`src/rtl/core/jase_pkg.sv`:
```
// Package for the JSON array string extractor.
// Character codes, result kinds, register indexes and shared types.
// No dependencies.
package jase_pkg;

   localparam int KEY_MAX_BYTES_DEFAULT = 8;
   localparam int MAX_ELEMENTS_DEFAULT  = 65535;

   localparam int BYTE_W   = 8;
   localparam int KEY_W    = 64;
   localparam int LEN_W    = 4;
   localparam int NUM_W    = 16;
   localparam int KIND_W   = 2;
   localparam int CSR_IDX_W = 2;

   // Characters of interest
   localparam logic [BYTE_W-1:0] CH_LBRACKET = 8'h5B;
   localparam logic [BYTE_W-1:0] CH_RBRACKET = 8'h5D;
   localparam logic [BYTE_W-1:0] CH_COMMA    = 8'h2C;
   localparam logic [BYTE_W-1:0] CH_COLON    = 8'h3A;
   localparam logic [BYTE_W-1:0] CH_SPACE    = 8'h20;
   localparam logic [BYTE_W-1:0] CH_TAB      = 8'h09;
   localparam logic [BYTE_W-1:0] CH_LF       = 8'h0A;
   localparam logic [BYTE_W-1:0] CH_CR       = 8'h0D;
   localparam logic [BYTE_W-1:0] CH_QUOTE    = 8'h22;

   // Result kinds
   localparam logic [KIND_W-1:0] KIND_CONTENT  = 2'd0;
   localparam logic [KIND_W-1:0] KIND_ELEM_END = 2'd1;
   localparam logic [KIND_W-1:0] KIND_FINISHED = 2'd2;

   // Register indexes
   localparam logic [CSR_IDX_W-1:0] CSR_KEY_WORD   = 2'd0;
   localparam logic [CSR_IDX_W-1:0] CSR_KEY_LENGTH = 2'd1;

   typedef struct packed {
      logic [KIND_W-1:0] kind;
      logic [BYTE_W-1:0] data_byte;
      logic [NUM_W-1:0]  element_number;
      logic              run_last;
   } rsp_type;

   typedef struct packed {
      logic shift;
      logic clear;
   } win_ctrl_type;

endpackage

```
`src/rtl/core/jase_if.sv`:
```
// Stream interfaces for the request and response channels.
// Depends on jase_pkg for field widths.
interface jase_req_if;
   logic                        valid;
   logic                        ready;
   logic [jase_pkg::BYTE_W-1:0] in_byte;
   logic                        is_last;

   modport source (output valid, output in_byte, output is_last, input ready);
   modport sink (input valid, input in_byte, input is_last, output ready);
endinterface

interface jase_rsp_if;
   logic                        valid;
   logic                        ready;
   logic [jase_pkg::KIND_W-1:0] kind;
   logic [jase_pkg::BYTE_W-1:0] data_byte;
   logic [jase_pkg::NUM_W-1:0]  element_number;
   logic                        run_last;

   modport source (output valid, output kind, output data_byte, output element_number,
                   output run_last, input ready);
   modport sink (input valid, input kind, input data_byte, input element_number,
                 input run_last, output ready);
endinterface

```
`src/rtl/core/jase_cell.sv`:
```
// One cell of the key search window: holds a byte, compares it to its key byte.
// Depends on jase_pkg.
module jase_cell (
   input  logic                        clock,
   input  logic                        shift_en,
   input  logic [jase_pkg::BYTE_W-1:0] prev_byte,
   input  logic [jase_pkg::BYTE_W-1:0] expected,
   input  logic                        care,
   output logic [jase_pkg::BYTE_W-1:0] byte_q,
   output logic                        hit
);

   logic [jase_pkg::BYTE_W-1:0] byte_ff;
   logic [jase_pkg::BYTE_W-1:0] byte_in;

   assign byte_in = shift_en ? prev_byte : byte_ff;

   always_ff @(posedge clock) begin
      byte_ff <= byte_in;
   end

   assign byte_q = byte_ff;
   assign hit    = !care || (byte_ff == expected);

endmodule

```
`src/rtl/core/jase_key_window.sv`:
```
// Row of window cells plus fill count; flags a quoted key ending on the current byte.
// Depends on jase_pkg and jase_cell.
module jase_key_window #(
   parameter int KEY_MAX_BYTES = jase_pkg::KEY_MAX_BYTES_DEFAULT
) (
   input  logic                          clock,
   input  logic                          reset,
   input  jase_pkg::win_ctrl_type        ctrl,
   input  logic [jase_pkg::BYTE_W-1:0]   in_byte,
   input  logic [jase_pkg::KEY_W-1:0]    key_word,
   input  logic [jase_pkg::LEN_W-1:0]    key_length,
   output logic                          match
);

   localparam int DEPTH  = KEY_MAX_BYTES + 1;
   localparam int SEEN_W = $clog2(DEPTH + 1);
   localparam int CMP_W  = jase_pkg::LEN_W + 1;
   localparam int KIDX_W = $clog2(jase_pkg::KEY_W / jase_pkg::BYTE_W);

   logic [SEEN_W-1:0]            seen_ff;
   logic [SEEN_W-1:0]            seen_in;
   logic [jase_pkg::LEN_W-1:0]   len_eff;
   logic [jase_pkg::BYTE_W-1:0]  cell_byte [DEPTH];
   logic [DEPTH-1:0]             cell_hit;
   logic                         enough;

   // lengths past the window size count as the full window
   assign len_eff = (key_length > jase_pkg::LEN_W'(KEY_MAX_BYTES)) ?
                    jase_pkg::LEN_W'(KEY_MAX_BYTES) : key_length;

   for (genvar i = 0; i < DEPTH; i++) begin : g_cell
      logic [jase_pkg::BYTE_W-1:0] prev;
      logic [jase_pkg::BYTE_W-1:0] expected;
      logic [KIDX_W-1:0]           kidx;
      logic                        care;

      if (i == 0) begin : g_head
         assign prev = in_byte;
      end else begin : g_body
         assign prev = cell_byte[i-1];
      end

      // cell i holds key byte len-1-i, the cell at len holds the opening quote
      assign kidx     = KIDX_W'(len_eff - jase_pkg::LEN_W'(i) - jase_pkg::LEN_W'(1));
      assign care     = jase_pkg::LEN_W'(i) <= len_eff;
      assign expected = (jase_pkg::LEN_W'(i) == len_eff) ? jase_pkg::CH_QUOTE :
                        key_word[{kidx, 3'b000} +: jase_pkg::BYTE_W];

      jase_cell u_cell (
         .clock     (clock),
         .shift_en  (ctrl.shift),
         .prev_byte (prev),
         .expected  (expected),
         .care      (care),
         .byte_q    (cell_byte[i]),
         .hit       (cell_hit[i])
      );
   end

   always_comb begin
      seen_in = seen_ff;
      if (ctrl.clear) begin
         seen_in = '0;
      end else if (ctrl.shift && (seen_ff < SEEN_W'(DEPTH))) begin
         seen_in = seen_ff + SEEN_W'(1);
      end
   end

   always_ff @(posedge clock) begin
      if (reset) begin
         seen_ff <= '0;
      end else begin
         seen_ff <= seen_in;
      end
   end

   assign enough = CMP_W'(seen_ff) >= (CMP_W'(len_eff) + CMP_W'(1));
   assign match  = (in_byte == jase_pkg::CH_QUOTE) && enough && (&cell_hit);

endmodule

```
`src/rtl/core/json_array_string_extractor_unit.sv`:
```
// Top level of the JSON array string extractor.
// Depends on jase_pkg, jase_if (jase_req_if, jase_rsp_if) and jase_key_window.
//
//  channel   dir  handshake               payload
//  req_chan  in   valid/ready             in_byte, is_last
//  rsp_chan  out  valid/ready             kind, data_byte, element_number, run_last
//  csr_*     in   csr_write_enable only   csr_index, csr_write_data
//
// One request per cycle while each request yields at most one response and the
// response side is not stalled; a request that yields more responses holds the
// request side while the single response register drains the per-request result
// bundle. Responses pass through the bundle and then the output register.
// Reset is synchronous and clears phase, counts, keys and valid flags.
// A stalled response side backs up into the bundle and then into req ready.
module json_array_string_extractor_unit #(
   parameter int KEY_MAX_BYTES = jase_pkg::KEY_MAX_BYTES_DEFAULT,
   parameter int MAX_ELEMENTS  = jase_pkg::MAX_ELEMENTS_DEFAULT
) (
   input  logic                             clock,
   input  logic                             reset,
   jase_req_if.sink                         req_chan,
   jase_rsp_if.source                       rsp_chan,
   input  logic                             csr_write_enable,
   input  logic [jase_pkg::CSR_IDX_W-1:0]   csr_index,
   input  logic [jase_pkg::KEY_W-1:0]       csr_write_data
);

   typedef enum logic [2:0] {
      PH_SEARCH,
      PH_AFTER_KEY,
      PH_ARRAY,
      PH_STRING,
      PH_SKIP,
      PH_DONE
   } phase_type;

   phase_type                       phase_ff, phase_in, phase_step;
   logic [jase_pkg::NUM_W-1:0]      count_ff, count_in, count_step;
   logic [jase_pkg::KEY_W-1:0]      key_word_ff, key_word_in;
   logic [jase_pkg::LEN_W-1:0]      key_length_ff, key_length_in;

   // bundle of results from one request, drained from slot 0
   jase_pkg::rsp_type               bun_ff [3];
   jase_pkg::rsp_type               bun_in [3];
   logic [1:0]                      bun_cnt_ff, bun_cnt_in;

   jase_pkg::rsp_type               rsp_ff, rsp_in;
   logic                            rsp_valid_ff, rsp_valid_in;

   jase_pkg::win_ctrl_type          win_ctrl;
   logic                            match;
   logic                            out_free, bun_pop, accept;
   logic [jase_pkg::BYTE_W-1:0]     b;
   logic                            last, is_ws;

   jase_pkg::rsp_type               r_main, r_unterm, r_fin;
   logic                            m_valid, u_valid;
   jase_pkg::rsp_type               list [3];
   logic [1:0]                      list_cnt;

   assign b    = req_chan.in_byte;
   assign last = req_chan.is_last;

   assign out_free = !rsp_valid_ff || rsp_chan.ready;
   assign bun_pop  = (bun_cnt_ff != 2'd0) && out_free;
   // take a request once the bundle is empty or empties this cycle
   assign req_chan.ready = (bun_cnt_ff == 2'd0) || ((bun_cnt_ff == 2'd1) && out_free);
   assign accept = req_chan.valid && req_chan.ready;

   assign is_ws = (b == jase_pkg::CH_SPACE) || (b == jase_pkg::CH_TAB) ||
                  (b == jase_pkg::CH_LF) || (b == jase_pkg::CH_CR);

   jase_key_window #(
      .KEY_MAX_BYTES (KEY_MAX_BYTES)
   ) u_window (
      .clock      (clock),
      .reset      (reset),
      .ctrl       (win_ctrl),
      .in_byte    (b),
      .key_word   (key_word_ff),
      .key_length (key_length_ff),
      .match      (match)
   );

   // phase step for the byte on offer
   always_comb begin
      phase_step = phase_ff;
      count_step = count_ff;
      m_valid    = 1'b0;
      r_main     = '0;
      unique case (phase_ff)
         PH_SEARCH: begin
            if (match) begin
               phase_step = PH_AFTER_KEY;
            end
         end
         PH_AFTER_KEY: begin
            if (!(is_ws || (b == jase_pkg::CH_COLON))) begin
               phase_step = (b == jase_pkg::CH_LBRACKET) ? PH_ARRAY : PH_DONE;
            end
         end
         PH_ARRAY: begin
            if (is_ws || (b == jase_pkg::CH_COMMA)) begin
               phase_step = PH_ARRAY;
            end else if (b == jase_pkg::CH_RBRACKET) begin
               phase_step = PH_DONE;
            end else if (b == jase_pkg::CH_QUOTE) begin
               if (count_ff < jase_pkg::NUM_W'(MAX_ELEMENTS)) begin
                  count_step = count_ff + jase_pkg::NUM_W'(1);
               end
               phase_step = PH_STRING;
            end else begin
               phase_step = PH_SKIP;
            end
         end
         PH_STRING: begin
            m_valid               = 1'b1;
            r_main.element_number = count_ff;
            if (b == jase_pkg::CH_QUOTE) begin
               r_main.kind = jase_pkg::KIND_ELEM_END;
               phase_step  = PH_ARRAY;
            end else begin
               r_main.kind      = jase_pkg::KIND_CONTENT;
               r_main.data_byte = b;
            end
         end
         PH_SKIP: begin
            if (b == jase_pkg::CH_COMMA) begin
               phase_step = PH_ARRAY;
            end else if (b == jase_pkg::CH_RBRACKET) begin
               phase_step = PH_DONE;
            end
         end
         PH_DONE: begin
            phase_step = PH_DONE;
         end
         default: begin
            phase_step = PH_DONE;
         end
      endcase
      r_main.run_last = !last;

      // string left open at end of text is closed before the finish
      u_valid                 = last && (phase_step == PH_STRING);
      r_unterm                = '0;
      r_unterm.kind           = jase_pkg::KIND_ELEM_END;
      r_unterm.element_number = count_step;

      r_fin                   = '0;
      r_fin.kind              = jase_pkg::KIND_FINISHED;
      r_fin.element_number    = count_step;
      r_fin.run_last          = 1'b1;
   end

   // pack results into bundle order
   always_comb begin
      list[0]  = m_valid ? r_main : (u_valid ? r_unterm : r_fin);
      list[1]  = m_valid ? (u_valid ? r_unterm : r_fin) : r_fin;
      list[2]  = r_fin;
      list_cnt = 2'(m_valid) + 2'(u_valid) + 2'(last);
   end

   assign win_ctrl.shift = accept && (phase_ff == PH_SEARCH) && !match;
   assign win_ctrl.clear = accept && last;

   always_comb begin
      phase_in      = phase_ff;
      count_in      = count_ff;
      key_word_in   = key_word_ff;
      key_length_in = key_length_ff;
      bun_in        = bun_ff;
      bun_cnt_in    = bun_cnt_ff;
      rsp_in        = rsp_ff;
      rsp_valid_in  = rsp_valid_ff;

      if (accept) begin
         phase_in = last ? PH_SEARCH : phase_step;
         count_in = last ? '0 : count_step;
      end

      if (csr_write_enable) begin
         unique case (csr_index)
            jase_pkg::CSR_KEY_WORD:   key_word_in   = csr_write_data;
            jase_pkg::CSR_KEY_LENGTH: key_length_in = csr_write_data[jase_pkg::LEN_W-1:0];
            default: ;
         endcase
      end

      if (out_free) begin
         rsp_valid_in = bun_cnt_ff != 2'd0;
         rsp_in       = bun_ff[0];
      end

      if (accept) begin
         bun_in     = list;
         bun_cnt_in = list_cnt;
      end else if (bun_pop) begin
         bun_in[0]  = bun_ff[1];
         bun_in[1]  = bun_ff[2];
         bun_cnt_in = bun_cnt_ff - 2'd1;
      end
   end

   always_ff @(posedge clock) begin
      if (reset) begin
         phase_ff      <= PH_SEARCH;
         count_ff      <= '0;
         key_word_ff   <= '0;
         key_length_ff <= '0;
         bun_cnt_ff    <= '0;
         rsp_valid_ff  <= 1'b0;
      end else begin
         phase_ff      <= phase_in;
         count_ff      <= count_in;
         key_word_ff   <= key_word_in;
         key_length_ff <= key_length_in;
         bun_cnt_ff    <= bun_cnt_in;
         rsp_valid_ff  <= rsp_valid_in;
      end
      bun_ff <= bun_in;
      rsp_ff <= rsp_in;
   end

   assign rsp_chan.valid          = rsp_valid_ff;
   assign rsp_chan.kind           = rsp_ff.kind;
   assign rsp_chan.data_byte      = rsp_ff.data_byte;
   assign rsp_chan.element_number = rsp_ff.element_number;
   assign rsp_chan.run_last       = rsp_ff.run_last;

endmodule
```
`src/flat_wrapper.sv`:
```
// flat-port wrapper written by rule: the top's interface ports become plain ports
module json_array_string_extractor_unit_flat 
#(
   parameter int KEY_MAX_BYTES = jase_pkg::KEY_MAX_BYTES_DEFAULT,
   parameter int MAX_ELEMENTS  = jase_pkg::MAX_ELEMENTS_DEFAULT
)
  (clock, reset, csr_write_enable, csr_index, csr_write_data, req_chan_valid, req_chan_in_byte, req_chan_is_last, req_chan_ready, rsp_chan_valid, rsp_chan_kind, rsp_chan_data_byte, rsp_chan_element_number, rsp_chan_run_last, rsp_chan_ready);
  jase_req_if req_chan_i ();
  jase_rsp_if rsp_chan_i ();
  input  logic clock;
  input  logic reset;
  input  logic csr_write_enable;
  input  logic [jase_pkg::CSR_IDX_W-1:0] csr_index;
  input  logic [jase_pkg::KEY_W-1:0] csr_write_data;
  input wire logic [$bits(req_chan_i.valid)-1:0] req_chan_valid;
  input wire logic [$bits(req_chan_i.in_byte)-1:0] req_chan_in_byte;
  input wire logic [$bits(req_chan_i.is_last)-1:0] req_chan_is_last;
  output wire logic [$bits(req_chan_i.ready)-1:0] req_chan_ready;
  output wire logic [$bits(rsp_chan_i.valid)-1:0] rsp_chan_valid;
  output wire logic [$bits(rsp_chan_i.kind)-1:0] rsp_chan_kind;
  output wire logic [$bits(rsp_chan_i.data_byte)-1:0] rsp_chan_data_byte;
  output wire logic [$bits(rsp_chan_i.element_number)-1:0] rsp_chan_element_number;
  output wire logic [$bits(rsp_chan_i.run_last)-1:0] rsp_chan_run_last;
  input wire logic [$bits(rsp_chan_i.ready)-1:0] rsp_chan_ready;
  assign req_chan_i.valid = req_chan_valid;
  assign req_chan_i.in_byte = req_chan_in_byte;
  assign req_chan_i.is_last = req_chan_is_last;
  assign req_chan_ready = req_chan_i.ready;
  assign rsp_chan_valid = rsp_chan_i.valid;
  assign rsp_chan_kind = rsp_chan_i.kind;
  assign rsp_chan_data_byte = rsp_chan_i.data_byte;
  assign rsp_chan_element_number = rsp_chan_i.element_number;
  assign rsp_chan_run_last = rsp_chan_i.run_last;
  assign rsp_chan_i.ready = rsp_chan_ready;
  json_array_string_extractor_unit #(.KEY_MAX_BYTES(KEY_MAX_BYTES), .MAX_ELEMENTS(MAX_ELEMENTS)) u_core (.clock(clock), .reset(reset), .req_chan(req_chan_i), .rsp_chan(rsp_chan_i), .csr_write_enable(csr_write_enable), .csr_index(csr_index), .csr_write_data(csr_write_data));
endmodule
```
`config.mk`:
```
export PLATFORM = sky130hd
export DESIGN_NAME = json_array_string_extractor_unit_flat
export DESIGN_NICKNAME = d
export VERILOG_FILES = /design/src/rtl/core/jase_pkg.sv /design/src/rtl/core/jase_if.sv /design/src/rtl/core/jase_cell.sv /design/src/rtl/core/jase_key_window.sv /design/src/rtl/core/json_array_string_extractor_unit.sv /design/src/flat_wrapper.sv
export SDC_FILE = /design/constraint.sdc
export NUM_CORES = 1
export LEC_CHECK = 0
export BUFFER_PORTS_ARGS = -buffer_cell sky130_fd_sc_hd__buf_2
export CAP_MARGIN = 10
export CORE_UTILIZATION = 45
export DETAILED_ROUTE_END_ITERATION = 10
export GPL_TIMING_DRIVEN = 0
export PLACE_DENSITY = 0.64
export REMOVE_ABC_BUFFERS = 1
export SLEW_MARGIN = 20
export SYNTH_ARGS = -nofsm -noshare
export SYNTH_HDL_FRONTEND = slang
export SYNTH_SLANG_ARGS = --single-unit
```
`constraint.sdc`:
```
create_clock -name clock -period 14.5 [get_ports clock]
set_clock_uncertainty 0.15 [all_clocks]
set_input_delay 0.725 -clock clock [delete_from_list [all_inputs] [get_ports clock]]
set_output_delay 0.725 -clock clock [all_outputs]
set_load 0.05 [all_outputs]
```
==> flow_summary.toml, run 1 <==
[worst_setup_path]
worstPathArrival_ps = 7480
worstRegToRegCells = 14
end_kind = "flop"
r2r_end = "u_core.u_window.g_cell[5].u_cell.byte_q[7]"
reg2reg_setup_slack_ps = 7140
timing.rr.start = "u_core.key_length_ff[3]"
path_max_fanout = 47
startpoint_type = "flop"
critPathKind = "flop to flop"
crit_required_ps = 14630

[timing]
slew_violations = 0
slew_headroom_pct = 24.6
setup_viol = 0
rsz0062_at_grt = "no"
timing.fmax_mhz = 136
fin_crit_ps = 7360
hold_viol = 0
setup_tns_ps = 0
tightest_slew_ps = 1120
layout_worst_path_cycle_share_pct = 50.7
setup_slack_ps = 7140

[drt]
drtIter0Drc = 1472
drc = 0
vias = 12000
viasPerCell = 6.22
wl_per_cell_um = 21.5
dr.pass1.iters = 6
antenna_left = 0
finalWirelength_um = 41300

[place]
io_buffers = 108
dp_hpwl_um = 28400
place.gp.congestion = 0.995
pre_cts_ws_ps = 7430

[logic_synthesis]
yosysSeqAreaShare_pct = 46.2
synth-seq-cells = 254
netlist_instances = 1441
yosysUniqueCellTypes = 88
synth.avg_cell_area_um2 = 10.0
yosys_most_used_dff = "edfxtp_1"
async_flop_share_pct = 0
synth-edff-count = 160
synth_warnings = 0
synth_area_um2 = 14500

[status]
status = "completed"

[clock_tree]
clock_latency_ps = 570
post_cts_buffers = 0
clockBufferDepth = 3
post_cts_resized = 0
clockRootBuffer = "clkbuf_16"
htree_levels = 1
cts_tree = "built"
cts_buffers = 28
clock_sinks = 254
clk_pin_slew_ps = 60
postCtsHoldBufs = 0

[worst_hold_path]
worstHoldPathType = "input pin to flop"
worstHoldPathCells = 3
hold_end = "u_core.key_word_ff[8]"
worstHoldStart = "csr_write_data[8]"

[cells_and_area]
nFillCells = 2860
syn2layout_area_growth_pct = 12.7
fin_nets = 1596
final_util_pct = 51.7
seq_area_um2 = 6690
antenna_cells = 0
final_layout_size_suffix_gt1_share_pct = 16.4
multi_input_area_um2 = 7250

[floorplan]
die_w_um = 181
dieArea_um2 = 32900
start_util_pct = 45.8
rows = 65
die_h_um = 181
io_pins = 109
coreArea_um2 = 31600

[global_route]
antenna_found_initial = 0
track_usage_pct = 24.8
grt_start_max_net_pins = 73
overflow = 0
grt_pass1_vias = 11100
grt_first_pass_wirelength_um = 63800

[power]
power.leakage_uw = 0.00575
peakVddDrop_mv = 0.0940
finalPower_uw = 2560
power_density_nw_per_um2 = 157

[flow_run]
maxCapViolations = 0
[Yosys cell counts (10+ instances only)]
| cell type | n | share of area [%] |
|---|---|---|
| nor2_1 | 90 | 2.3 |
| xnor2_1 | 60 | 3.6 |
| nor3_1 | 22 | 0.76 |
| dfxtp_1 | 94 | 13 |
| a22oi_1 | 34 | 1.8 |
| nand2_1 | 242 | 6.3 |
| o21a_1 | 20 | 1.0 |
| a32oi_1 | 21 | 1.3 |
| nand2b_1 | 19 | 0.82 |
| inv_1 | 31 | 0.80 |
| nor3b_1 | 10 | 0.52 |
| clkbuf_1 | 52 | 1.3 |
| edfxtp_1 | 160 | 33 |
| o22ai_1 | 16 | 0.69 |
| a211oi_1 | 12 | 0.62 |
| or2_2 | 12 | 0.52 |
| xor2_1 | 14 | 0.85 |
| buf_2 | 18 | 0.62 |
| mux2_2 | 12 | 0.93 |
| a31oi_1 | 12 | 0.52 |
| mux4_2 | 35 | 5.5 |
| buf_1 | 12 | 0.31 |
| o21ai_0 | 39 | 1.3 |
| o211ai_1 | 10 | 0.52 |
| mux2i_1 | 52 | 3.6 |
| and3_1 | 15 | 0.65 |
| a21oi_1 | 103 | 3.6 |
| nand4_1 | 10 | 0.43 |
| ha_1 | 15 | 1.3 |
| nand3_1 | 32 | 1.1 |
[worst max path at each step]
| stage | cells after the start | start | endpoint |
|---|---|---|---|
| after floorplan | 12 | u_core.key_length_ff[0] | u_core.u_window.g_cell[0].u_cell.byte_q[0] |
| after global placement | 13 | u_core.key_length_ff[0] | u_core.u_window.g_cell[4].u_cell.byte_q[7] |
| after detailed placement | 14 | u_core.key_length_ff[3] | u_core.u_window.g_cell[4].u_cell.byte_q[7] |
| after CTS | 14 | u_core.key_length_ff[3] | u_core.u_window.g_cell[5].u_cell.byte_q[7] |
| after global routing | 14 | u_core.key_length_ff[3] | u_core.u_window.g_cell[5].u_cell.byte_q[7] |
| final | 14 | u_core.key_length_ff[3] | u_core.u_window.g_cell[5].u_cell.byte_q[7] |
[cells in the final DEF, fill, tap and decap left out, drive strengths merged, types with 9 or more instances in the layout]
| cell type | n |
|---|---|
| mux2 | 12 |
| nor2 | 90 |
| a32oi | 22 |
| nor3b | 10 |
| clkbuf | 39 |
| nor3 | 22 |
| o22ai | 16 |
| xnor2 | 60 |
| o21a | 20 |
| ha | 15 |
| a22oi | 34 |
| o21ai | 41 |
| o32ai | 10 |
| nand2b | 20 |
| or2 | 14 |
| o211ai | 10 |
| a211oi | 13 |
| nand3 | 32 |
| and3b | 9 |
| and3 | 15 |
| inv | 34 |
| edfxtp | 160 |
| nor2b | 10 |
| a21oi | 103 |
| dfxtp | 94 |
| mux4 | 37 |
| buf | 120 |
| nand4 | 10 |
| mux2i | 52 |
| a31oi | 12 |
| clkinv | 11 |
| nand2 | 242 |
| xor2 | 14 |
[sequential cells by signal (all words and copies together) (netlist names)]
register,flops
u_core.bun_cnt_ff,2
u_core.bun_ff,61
u_core.count_ff,16
u_core.key_length_ff,4
u_core.key_word_ff,64
u_core.phase_ff,3
u_core.rsp_chan.data_byte,8
u_core.rsp_chan.element_number,16
u_core.rsp_chan.kind,2
u_core.rsp_chan.run_last,1
u_core.rsp_chan.valid,1
u_core.u_window.g_cell.u_cell.byte_q,72
u_core.u_window.seen_ff,4
[cells by family (layout without fill, tap and decap cells)]
group,after synthesis,count (layout),synth area share (%)
compound gates,353,353,16.7
xor+xnor,74,74,4.48
fa+ha+maj,16,16,1.44
buf+inv,128,207,3.96
flops,254,254,46.2
mux,101,101,10.3
simple gates,515,515,16.8
[worst max-delay path, cell delays in order, from the launching register on]
cell       delay (ps)
dfxtp_2           570
buf_12            270
nand2b_1          740
clkinv_1         1080
ha_1              660
a21oi_1           700
a32oi_1           380
xnor2_1           210
nor4_1            470
a41oi_1           200
nor3_1            270
o2111ai_1         250
or3b_4            470
and3_4            330
buf_16            250
[cell type report]
type                    instances  share of cell area, %
multi-input cells            1059                   44.5
repair buffers                120                   4.66
clock inverters                11                  0.783
clock buffers                  39                   5.03
inverters                      37                  0.890
flip-flops and latches        254                   41.1
well taps                     402                   3.09
[per-stage QoR]
stage               cells  hold WS, ps  cell area [um^2]
floorplan            1350          250             14000
detailed placement   1872          255             15300
CTS                  1922          217             16300
finish               1922          240             16300
global placement     1860          250             15100
global route         1922          225             16300
[layer usage]
metal	track usage, %	routed length, um	vias up
met5	0	0	-
met4	8.88	1240	0
li1	-	-	5497
met1	35.3	18300	5790
met2	38.0	18100	589
met3	4.29	3690	82
[report_power, final]
group,internal [uW],switching [uW],total [uW]
sequential,1050,110,1160
clock,430,299,730
combinational,209,461,670
total,1690,870,2560
No activity file was read; power rests on OpenSTA's default activity.
==> run 2, diff against run 1 <==
Clock period 14.5 ns to 6.8 ns, I/O delays scaled along.
==> flow_summary.toml, run 2 (synthesized netlist as in run 1, its figures left out) <==
[clock_tree]
clock_sinks = 254
post_cts_buffers = 0
clock_latency_ps = 570
cts_tree = "built"
clk_pin_slew_ps = 60
clockBufferDepth = 3
clockRootBuffer = "clkbuf_16"
htree_levels = 1
cts_buffers = 28

[worst_setup_path]
end_kind = "flop"
path_max_fanout = 47
cpMaxStageDelayCell = "ha_1"
slowest_delay_ps = 1040
startpoint_type = "flop"
worstPathArrival_ps = 6770
critPathKind = "flop to flop"
crit_chain = "nand2b_4, ha_1, clkinv_1, a32o_1, a211oi_2, xnor2_1, o32a_1, o41ai_1, o21ai_1, or3b_4, and3_4, buf_16"
crit_required_ps = 6930

[cells_and_area]
layout_commonest_cell = "nand2_1"
final_layout_size_suffix_gt1_share_pct = 15.8
nFillCells = 2780
syn2layout_area_growth_pct = 18.9
largest_reg_flops = 72
final_cell_mix = "241 x nand2_1, 160 x edfxtp_1, 107 x buf_2, 103 x a21oi_1, 90 x dfxtp_1"
fin_nets = 1685
antenna_cells = 0
fin_area_um2 = 17200

[floorplan]
die_w_um = 181
rows = 65
coreArea_um2 = 31600
io_pins = 109
start_util_pct = 45.8
dieArea_um2 = 32900
die_h_um = 181

[power]
power_density_nw_per_um2 = 319
power.leakage_uw = 0.00616
peakVddDrop_mv = 0.200

[timing]
slew_violations = 0
timing.fmax_mhz = 151
slew_headroom_pct = 24.0
setup_slack_ps = 163
layout_worst_path_cycle_share_pct = 97.6
tightest_slew_ps = 1130
setup_viol = 0
rsz0062_at_grt = "no"
setup_tns_ps = 0
whs_ps = 16.6
fin_crit_ps = 6640
hold_viol = 0

[drt]
dr.pass1.iters = 5
viasPerCell = 6.16
wl_per_cell_um = 21.1
drtIter0Drc = 1328
vias = 12400
drc = 0
antenna_left = 0
finalWirelength_um = 42500

[status]
status = "completed"

[worst_hold_path]
worstHoldPathType = "input pin to flop"

[global_route]
grt_first_pass_wirelength_um = 65500
antenna_found_initial = 0
overflow = 0
grt_start_max_net_pins = 73
track_usage_pct = 25.4
grt_pass1_vias = 11500

[place]
io_buffers = 108
dp_hpwl_um = 28400
place_area_um2 = 15300
place.gp.congestion = 0.995
pre_cts_ws_ps = -274

[flow_run]
maxCapViolations = 0
run 2: cell count changes in the layout (fill, tap and decap cells not counted):
cell,delta
clkinv_1,-1
nor2b_2,+1
ha_2,+1
clkinv_2,+1
nand2b_2,+1
nand2b_1,-1
ha_1,-1
dlygate4sd3_1,+88
run 2: path summary, 6_finish.rpt:
check | cells past startpoint | startpoint | slack (ps) | to
max | 12 | u_core.key_length_ff[2] | 160 | u_core.u_window.g_cell[5].u_cell.byte_q[7]
min | 2 | reset | 20 | u_core.key_word_ff[63]
max reg2reg | 12 | u_core.key_length_ff[2] | 160 | u_core.u_window.g_cell[5].u_cell.byte_q[7]
min reg2reg | 0 | u_core.bun_ff[76] | 270 | u_core.rsp_chan.data_byte[5]
run 2: area by class of cell:
cell class	count	area [um^2]	area share, %
multi-input combinational	1060	7270	42.3
sequential	254	6690	38.9
timing repair buffer	208	1640	9.54
clock buffer	39	820	4.77
tap	402	503	2.92
inverter	37	146	0.851
clock inverter	11	128	0.742
run 2: per-layer routing:
layer  wire [um]  share of wire, %  vias to the layer above  track usage, %
li1            -                 -                     5673               -
met1       18300                43                     5962            35.8
met2       18800                44                      643            39.6
met3        3970               9.3                      102            4.21
met4        1410               3.3                        0            8.88
met5           0                 0                        -               0
run 2: timing repair:
item | in CTS | in global routing
endpoints found under the setup margin | 56 | 47
gates resized for setup | 1 | 2
pin swaps | 0 | 0
endpoints found under the hold margin | 77 | 0
hold buffers | 88 | 0
cloned | 0 | 1
run 2: worst max-delay path: cells and delay by family, from the launching register on:
kind                       cells  cell delay (ps)
and+or+nand+nor                3             1100
xor gates and xnor gates       1              100
DFF                            1              790
adders and majority gates      1             1040
AOI/OAI and AO/OA              5             1990
buffers and inverters          2             1130
run 2: metrics by stage:
stage          std cells  total power (uW)  util [%]
2_1_floorplan       1350              3430         -
3_3_place_gp        1860              3840      47.8
3_5_place_dp        1872              3900      48.6
4_1_cts             2010              5500      54.4
5_1_grt             2011              5720      54.5
6_report            2011              5490      54.5
run 2: where the power goes:
part | switching, uW | total [uW] | leakage, uW | internal, uW
Clock | 642 | 1560 | 0.000459 | 918
Combinational | 990 | 1470 | 0.00335 | 477
Sequential | 235 | 2460 | 0.00236 | 2230
Total | 1870 | 5490 | 0.00616 | 3620
